File: config.mk
export PLATFORM = sky130hd
export DESIGN_NAME = stable_priority_job_queue_top
export DESIGN_NICKNAME = d
export VERILOG_FILES = /design/src/hdl/spjq_pkg.sv /design/src/hdl/spjq_slot_ram.sv /design/src/hdl/stable_priority_job_queue_top.sv
export SDC_FILE = /design/constraint.sdc
export NUM_CORES = 1
export LEC_CHECK = 0
export ABC_CLOCK_PERIOD_IN_PS = 3900
export BUFFER_PORTS_ARGS = -buffer_cell sky130_fd_sc_hd__buf_2
export CORE_ASPECT_RATIO = 0.9
export CORE_MARGIN = 2
export CORE_UTILIZATION = 29
export DETAILED_ROUTE_END_ITERATION = 16
export GPL_ROUTABILITY_DRIVEN = 0
export SLEW_MARGIN = 20
export SYNTH_ARGS = -nofsm -noshare
export SYNTH_HDL_FRONTEND = slang
export SYNTH_SLANG_ARGS = --single-unit
File: constraint.sdc
create_clock -name clock -period 3.9 [get_ports clock]
set_input_delay 0.975 -clock clock [delete_from_list [all_inputs] [get_ports clock]]
set_output_delay 0.975 -clock clock [all_outputs]
set_load 0.05 [all_outputs]
File: src/hdl/spjq_pkg.sv
`timescale 1ns / 1ps
`default_nettype none
// ----------------------------------------------------------------------------
// spjq_pkg: shared types for the stable priority job queue
// Field widths, the stored slot layout and the result status codes.
// ----------------------------------------------------------------------------
package spjq_pkg;

   localparam int ID_W   = 16;
   localparam int PRIO_W = 8;
   localparam int OCC_W  = 5;

   // One stored job: priority beside its identifier.
   typedef struct packed {
      logic [PRIO_W-1:0] prio;
      logic [ID_W-1:0]   id;
   } slot_type;

   typedef enum logic [1:0] {
      ST_INSERTED = 2'd0,
      ST_REMOVED  = 2'd1,
      ST_EMPTY    = 2'd2,
      ST_FULL     = 2'd3
   } status_type;

   typedef enum logic {
      ACT_INSERT = 1'b0,
      ACT_REMOVE = 1'b1
   } action_type;

endpackage
`default_nettype wire

File: src/hdl/spjq_slot_ram.sv
`timescale 1ns / 1ps
`default_nettype none
// ----------------------------------------------------------------------------
// spjq_slot_ram: job slot memory
// One write port, one read port, read data registered.
// ----------------------------------------------------------------------------
module spjq_slot_ram #(
   parameter int DEPTH = 16,
   localparam int AW = $clog2(DEPTH)
) (
   input  wire logic              clock,
   input  wire logic              wr_en,
   input  wire logic [AW-1:0]     wr_addr,
   input  wire spjq_pkg::slot_type wr_data,
   input  wire logic [AW-1:0]     rd_addr,
   output spjq_pkg::slot_type      rd_data
);
   import spjq_pkg::*;

   slot_type mem [DEPTH];
   slot_type rd_data_ff;

   always_ff @(posedge clock) begin
      if (wr_en) begin
         mem[wr_addr] <= wr_data;
      end
      rd_data_ff <= mem[rd_addr];
   end

   assign rd_data = rd_data_ff;

endmodule
`default_nettype wire

File: src/hdl/stable_priority_job_queue_top.sv
`timescale 1ns / 1ps
`default_nettype none
// ----------------------------------------------------------------------------
// stable_priority_job_queue_top: bounded priority queue of jobs
// Sorted ring of job slots in one memory; stable insert, remove from head.
// ----------------------------------------------------------------------------
// The queue holds up to CAPACITY jobs, sorted by priority with the highest at
// the head; a job goes behind every held job of equal or higher priority, so
// equal priorities leave first-in first-out. The slots form a ring in one
// memory (one write, one registered read per cycle), so a remove only moves
// the head pointer: S_RDHEAD takes the head job read from S_IDLE, then S_RESP
// hands it on. An insert into a non-empty queue walks back from the tail one
// slot per cycle through the single read port, moving each lower-priority job
// one place toward the tail, and writes the job in S_WALK or, past the head,
// in S_PLACE. A remove from an empty queue, an insert into a full one and an
// insert into an empty one go from S_IDLE straight to S_RESP. Every item gives
// exactly one result item; the result sits in an output register, and the
// next item is taken once the result has been handed to that register, so a
// result that still waits there adds its stall cycles.
// No clearing pass is needed after reset: only slots inside the ring are read.
// ----------------------------------------------------------------------------
module stable_priority_job_queue_top #(
   parameter int CAPACITY = 16
) (
   input  wire logic                        clock,
   input  wire logic                        reset,
   // item input channel
   input  wire logic                        req_valid,
   output logic                             req_stall,
   input  wire logic                        req_action,
   input  wire logic [spjq_pkg::ID_W-1:0]   req_job_id,
   input  wire logic [spjq_pkg::PRIO_W-1:0] req_job_priority,
   // result channel
   output logic                             rsp_valid,
   input  wire logic                        rsp_stall,
   output logic [1:0]                       rsp_status,
   output logic [spjq_pkg::ID_W-1:0]        rsp_served_id,
   output logic [spjq_pkg::PRIO_W-1:0]      rsp_served_priority,
   output logic [spjq_pkg::OCC_W-1:0]       rsp_occupancy
);
   import spjq_pkg::*;

   localparam int AW = $clog2(CAPACITY);
   localparam int CW = $clog2(CAPACITY + 1);

   typedef enum logic [4:0] {
      S_IDLE   = 5'b00001,
      S_RDHEAD = 5'b00010,
      S_WALK   = 5'b00100,
      S_PLACE  = 5'b01000,
      S_RESP   = 5'b10000
   } state_type;

   // Step a ring index forward or back.
   function automatic logic [AW-1:0] ring_inc(input logic [AW-1:0] x);
      return (x == AW'(CAPACITY - 1)) ? '0 : x + 1'b1;
   endfunction

   function automatic logic [AW-1:0] ring_dec(input logic [AW-1:0] x);
      return (x == '0) ? AW'(CAPACITY - 1) : x - 1'b1;
   endfunction

   // Control state
   state_type      state_ff, state_in;
   logic [AW-1:0]  head_ff, head_in;
   logic [CW-1:0]  count_ff, count_in;
   logic [CW-1:0]  remain_ff, remain_in;
   logic [AW-1:0]  pos_ff, pos_in;
   logic           rsp_valid_ff, rsp_valid_in;

   // Payload registers
   slot_type       job_ff, job_in;
   status_type     pend_status_ff, pend_status_in;
   slot_type       pend_slot_ff, pend_slot_in;
   status_type     rsp_status_ff;
   slot_type       rsp_slot_ff;
   logic [CW-1:0]  rsp_count_ff;

   // Memory ports
   logic           wr_en;
   logic [AW-1:0]  wr_addr;
   slot_type       wr_data;
   logic [AW-1:0]  rd_addr;
   slot_type       rd_data;

   logic           accept;
   logic           out_free;
   logic           is_full;
   logic [AW:0]    tail_sum;
   logic [AW-1:0]  tail;
   logic [CW+4:0]  occ_ext;

   spjq_slot_ram #(
      .DEPTH (CAPACITY)
   ) u_slot_ram (
      .clock   (clock),
      .wr_en   (wr_en),
      .wr_addr (wr_addr),
      .wr_data (wr_data),
      .rd_addr (rd_addr),
      .rd_data (rd_data)
   );

   // Accept only in idle; every other state, the walk and the result hand-off among them, holds the input.
   assign req_stall = (state_ff != S_IDLE);
   assign accept    = req_valid && !req_stall;
   assign out_free  = !rsp_valid_ff || !rsp_stall;
   assign is_full   = (count_ff == CW'(CAPACITY));

   // Physical slot just past the last held job.
   assign tail_sum = (AW+1)'(head_ff) + (AW+1)'(count_ff);
   assign tail     = (tail_sum >= (AW+1)'(CAPACITY)) ?
                     AW'(tail_sum - (AW+1)'(CAPACITY)) : tail_sum[AW-1:0];

   always_comb begin
      state_in       = state_ff;
      head_in        = head_ff;
      count_in       = count_ff;
      remain_in      = remain_ff;
      pos_in         = pos_ff;
      job_in         = job_ff;
      pend_status_in = pend_status_ff;
      pend_slot_in   = pend_slot_ff;
      wr_en          = 1'b0;
      wr_addr        = pos_ff;
      wr_data        = job_ff;

      case (state_ff)
         S_IDLE: begin
            if (accept) begin
               job_in.prio  = req_job_priority;
               job_in.id    = req_job_id;
               pend_slot_in = '0;
               if (req_action == ACT_REMOVE) begin
                  if (count_ff == '0) begin
                     pend_status_in = ST_EMPTY;
                     state_in       = S_RESP;
                  end else begin
                     // head read issued now, data next cycle
                     state_in = S_RDHEAD;
                  end
               end else if (is_full) begin
                  pend_status_in = ST_FULL;
                  state_in       = S_RESP;
               end else if (count_ff == '0) begin
                  // empty ring: drop the job straight at the head
                  wr_en          = 1'b1;
                  wr_addr        = head_ff;
                  wr_data        = job_in;
                  count_in       = CW'(1);
                  pend_status_in = ST_INSERTED;
                  state_in       = S_RESP;
               end else begin
                  // start the walk at the tail, reading the last held job
                  pos_in    = tail;
                  remain_in = count_ff;
                  state_in  = S_WALK;
               end
            end
         end

         S_RDHEAD: begin
            pend_slot_in   = rd_data;
            pend_status_in = ST_REMOVED;
            head_in        = ring_inc(head_ff);
            count_in       = count_ff - 1'b1;
            state_in       = S_RESP;
         end

         S_WALK: begin
            wr_en = 1'b1;
            if (rd_data.prio >= job_ff.prio) begin
               // stop behind an equal or higher priority job
               wr_data        = job_ff;
               count_in       = count_ff + 1'b1;
               pend_status_in = ST_INSERTED;
               state_in       = S_RESP;
            end else begin
               // move the lower-priority job one slot toward the tail
               wr_data   = rd_data;
               pos_in    = ring_dec(pos_ff);
               remain_in = remain_ff - 1'b1;
               if (remain_ff == CW'(1)) begin
                  state_in = S_PLACE;
               end
            end
         end

         S_PLACE: begin
            wr_en          = 1'b1;
            wr_data        = job_ff;
            count_in       = count_ff + 1'b1;
            pend_status_in = ST_INSERTED;
            state_in       = S_RESP;
         end

         S_RESP: begin
            if (out_free) begin
               state_in = S_IDLE;
            end
         end

         default: begin
            state_in = S_IDLE;
         end
      endcase
   end

   // Head on a remove; otherwise one slot ahead of the walk position.
   assign rd_addr = (state_ff == S_IDLE && req_action == ACT_REMOVE) ?
                    head_ff : ring_dec(pos_in);

   // Output register: load in the hand-off state, drop once taken.
   always_comb begin
      rsp_valid_in = rsp_valid_ff;
      if (rsp_valid_ff && !rsp_stall) begin
         rsp_valid_in = 1'b0;
      end
      if (state_ff == S_RESP && out_free) begin
         rsp_valid_in = 1'b1;
      end
   end

   always_ff @(posedge clock) begin
      if (reset) begin
         state_ff     <= S_IDLE;
         head_ff      <= '0;
         count_ff     <= '0;
         remain_ff    <= '0;
         pos_ff       <= '0;
         rsp_valid_ff <= 1'b0;
      end else begin
         state_ff     <= state_in;
         head_ff      <= head_in;
         count_ff     <= count_in;
         remain_ff    <= remain_in;
         pos_ff       <= pos_in;
         rsp_valid_ff <= rsp_valid_in;
      end
   end

   always_ff @(posedge clock) begin
      job_ff         <= job_in;
      pend_status_ff <= pend_status_in;
      pend_slot_ff   <= pend_slot_in;
      if (state_ff == S_RESP && out_free) begin
         rsp_status_ff <= pend_status_ff;
         rsp_slot_ff   <= pend_slot_ff;
         rsp_count_ff  <= count_ff;
      end
   end

   // Occupancy is the count masked to the 5-bit field.
   assign occ_ext = {5'b0, rsp_count_ff};

   assign rsp_valid           = rsp_valid_ff;
   assign rsp_status          = rsp_status_ff;
   assign rsp_served_id       = rsp_slot_ff.id;
   assign rsp_served_priority = rsp_slot_ff.prio;
   assign rsp_occupancy       = occ_ext[4:0];

`ifndef SYNTH
   a_count_bound: assert property (@(posedge clock) disable iff (reset)
      count_ff <= CW'(CAPACITY))
      else $error("held count above capacity");

   a_walk_range: assert property (@(posedge clock) disable iff (reset)
      (state_ff == S_WALK) |-> (remain_ff != '0 && count_ff != '0 && !is_full))
      else $error("tail walk outside the held ring");

   a_insert_grows: assert property (@(posedge clock) disable iff (reset)
      (state_ff == S_PLACE) |=> (count_ff == $past(count_ff) + 1'b1))
      else $error("placed job not counted");

   a_no_served_data: assert property (@(posedge clock) disable iff (reset)
      (rsp_valid_ff && rsp_status_ff != ST_REMOVED) |->
      (rsp_slot_ff.id == '0 && rsp_slot_ff.prio == '0))
      else $error("served fields set on a result without a removed job");
`endif

endmodule
`default_nettype wire
==> results.cfg <==
[synthesis]
synth_edf_count = 465
ys_ff_latch = 513
synth_flop_cell = edfxtp_1
avgSynthCellArea_sq_um = 14.0
ys_warn_count = 0
synthCells = 1491
synthesis.nets = 1542
post_synth_instance_area_sq_um = 20800
synthDistinctLibCells = 61
yosysSeqAreaShare_pct = 71.7
synthArstFlopShare_pct = 0

[worst_setup_path]
cp.required_ns = 4.33
critPathCaptureType = register
crit_fanout = 52
ff2ff_path_depth = 19
worst_ep_arrival_time_ns = 4.03
start_kind = register
path_class = reg2reg

[drt]
drt_iter0_drc = 976
drc_errors = 0
m1WireLength_um = 21400
met3_length_um = 3040
vias = 12700
wl_per_cell_um = 19.1
final_antenna_net_count = 0
top_layer_used = met4
drt_first_pass_iters = 8
wl_met2_um = 23900
viasPerCell = 4.91
routed_wl_um = 49300

[finish]
antenna_cells = 0
seqCellArea_sq_um = 14900
fin_nets = 1641
multi_input_area_sq_um = 5510
fill_cells = 6767
drive_gt1_share_pct = 16.1
area_growth_pct = 18.5

[sta]
max_freq_mhz = 277
hold_viol_final = 0
fin_tns_setup_ns = 0
clock_skew_ns = 0.0232
worst_slack_ns = 0.295
setup_viol = 0
rsz0062_at_grt = no
slew_headroom_pct = 19.0
tightest_slew_ns = 1.22
fin_crit_ns = 3.60
post-route-period-util_pct = 92.4
slew_viol_final = 0

[power_and_ir_drop]
leakage_nw = 8.68
powerDensity_nw_per_um2 = 725
irDropWorstVdd_v = 0.000304

[min_path]
hold_depth = 0
hold_path.class = reg2reg

[clocking]
clock_sinks = 513
root_buffer = clkbuf_16
htreeDepth = 2
path_clk_slew_ns = 0.06
insertion_delay_ns = 0.60
cts_tree = built
cts_buffers = 49
cts_buffer_depth = 3
postCtsHoldBufs = 0

[floorplanning]
dieWidth_um = 286
dieHeight_um = 258
core_area_sq_um = 71300
die_area_sq_um = 73900
placementRows = 93
io_pins = 62
floorplan.initialDensity_pct = 29.2

[global_route]
track_usage_pct = 13.1
overflow = 0
grt_max_degree = 56
antenna_found_initial = 0
grt_pass1_vias = 12100
grt_pass1_wl_um = 74500

[run_status]
outcome = finished, final reports clean

[placed_design]
pre_cts_slack_ns = 0.0507
portBuffers = 61
place_hpwl_um = 28900

[run]
cap_violations = 0
layout by cell type, fill, tap and decap left out, types with 3 or more instances in the layout:
cell and n:
a211oi_1 96, a21o_1 4, a21oi_1 25, a222oi_1 24
a31oi_1 100, and2_1 100, and3_1 26, buf_12 23
buf_2 61, buf_4 57, bufinv_16 7, clkbuf_1 11
clkbuf_16 49, clkinv_1 3, clkinv_2 11, clkinvlp_4 3
dfxtp_1 46, edfxtp_1 465, ha_1 20, inv_1 45
mux2i_1 73, nand2_1 218, nand3_1 12, nor2_1 29
nor2_4 16, nor3_1 4, nor4_1 3, o211ai_1 4
o21ai_0 21, xnor2_1 3, xor2_1 5
cells by family (layout without fill, tap and decap cells):
kind of cell | Yosys count | after routing | synth area share [%]
mux | 74 | 74 | 3.58
flops | 513 | 513 | 71.7
simple gates | 429 | 429 | 9.82
compound gates | 304 | 304 | 10.2
xor+xnor | 8 | 8 | 0.337
buf+inv | 141 | 279 | 2.95
fa+ha+maj | 22 | 22 | 1.39
layout make-up:
cell class / instances / area share [%]
clock inverter: 29 / 1.49
multi-input combinational: 837 / 22.3
clock buffer: 61 / 5.19
timing repair buffer: 142 / 4.95
inverter: 47 / 0.725
sequential: 513 / 60.5
tap: 950 / 4.82
critical path, cell delays in order, from the launching register on:
cell and delay [ns]:
edfxtp_1 0.36, inv_1 0.05, ha_1 0.30, and3_1 0.18, o21ai_1 0.14, a311oi_2 0.15, or2_1 0.27, nand2_1 0.09
nor2_1 0.05, a221oi_2 0.23, ha_1 0.30, nand2_2 0.10, o21ai_4 0.09, buf_12 0.20, buf_4 0.19, and2_1 0.16
a211oi_1 0.21, a31oi_1 0.06, mux2i_1 0.13, mux2i_1 0.17
sequential cells by signal, summed over array words and instances, names as in the netlist:
register             cells
count_ff                 5
head_ff                  4
job_ff                  24
pend_slot_ff            24
pend_status_ff           2
pos_ff                   4
remain_ff                5
rsp_occupancy            5
rsp_served_id           16
rsp_served_priority      8
rsp_status               2
rsp_valid                1
state_ff                 5
u_slot_ram.mem         384
u_slot_ram.rd_data      24
cell usage after synthesis, drive strengths merged, types with 4 or more instances:
master | instances | area, sq um
ha | 20 | 250
o21ai | 26 | 130
nand2 | 219 | 822
nor2 | 46 | 173
a222oi | 24 | 240
a21oi | 27 | 135
clkbuf | 83 | 320
a31oi | 100 | 626
o211ai | 5 | 42.5
buf | 11 | 114
inv | 47 | 179
nor3 | 5 | 30.0
mux2i | 74 | 744
a211oi | 98 | 736
dfxtp | 48 | 961
xor2 | 5 | 43.8
edfxtp | 465 | 14000
and2 | 100 | 626
nor4 | 5 | 31.3
a21o | 4 | 30.0
and3 | 26 | 163
nand3 | 12 | 60.1
repair_timing:
item / CTS / global route
gates resized for setup: 0 / 11
hold endpoints to repair: 0 / 0
endpoints found under the setup margin: 0 / 24
setup buffers: 0 / 0
per-stage QoR:
step           hold slack (ns)  cells  power [mW]  utilization [%]  cell area [sq um]
3_5_place_dp             0.405   2488        13.1             32.2              23000
5_1_grt                  0.424   2579        18.8             34.6              24700
2_1_floorplan            0.400   1491        11.1                -              20800
4_1_cts                  0.420   2578        17.9             34.5              24600
3_3_place_gp             0.402   2486        12.9             32.1              22900
6_report                 0.418   2579        17.9             34.6              24700
metal layers:
layer  vias up  track usage, %
met1      6342            17.4
met2       404            22.1
met4         0            3.37
met5         -               0
li1       5844               -
met3        76            2.50
final timing paths:
| kind | start | endpoint | slack, ns |
|---|---|---|---|
| min | pend_slot_ff[2] | rsp_served_id[2] | 0.42 |
| max reg2reg | job_ff[18] | u_slot_ram.rd_data[16] | 0.30 |
| max | job_ff[18] | u_slot_ram.rd_data[16] | 0.30 |
| min reg2reg | pend_slot_ff[2] | rsp_served_id[2] | 0.42 |
power breakdown:
part | internal (mW) | leakage (nW) | switching [mW] | total (mW)
sequential | 7.25 | 4.64 | 0.260 | 7.51
combinational | 1.90 | 3.24 | 3.58 | 5.49
clock | 2.83 | 0.805 | 2.06 | 4.88
total | 12.0 | 8.68 | 5.90 | 17.9
Note: power is estimated with default switching activity, not from simulation.
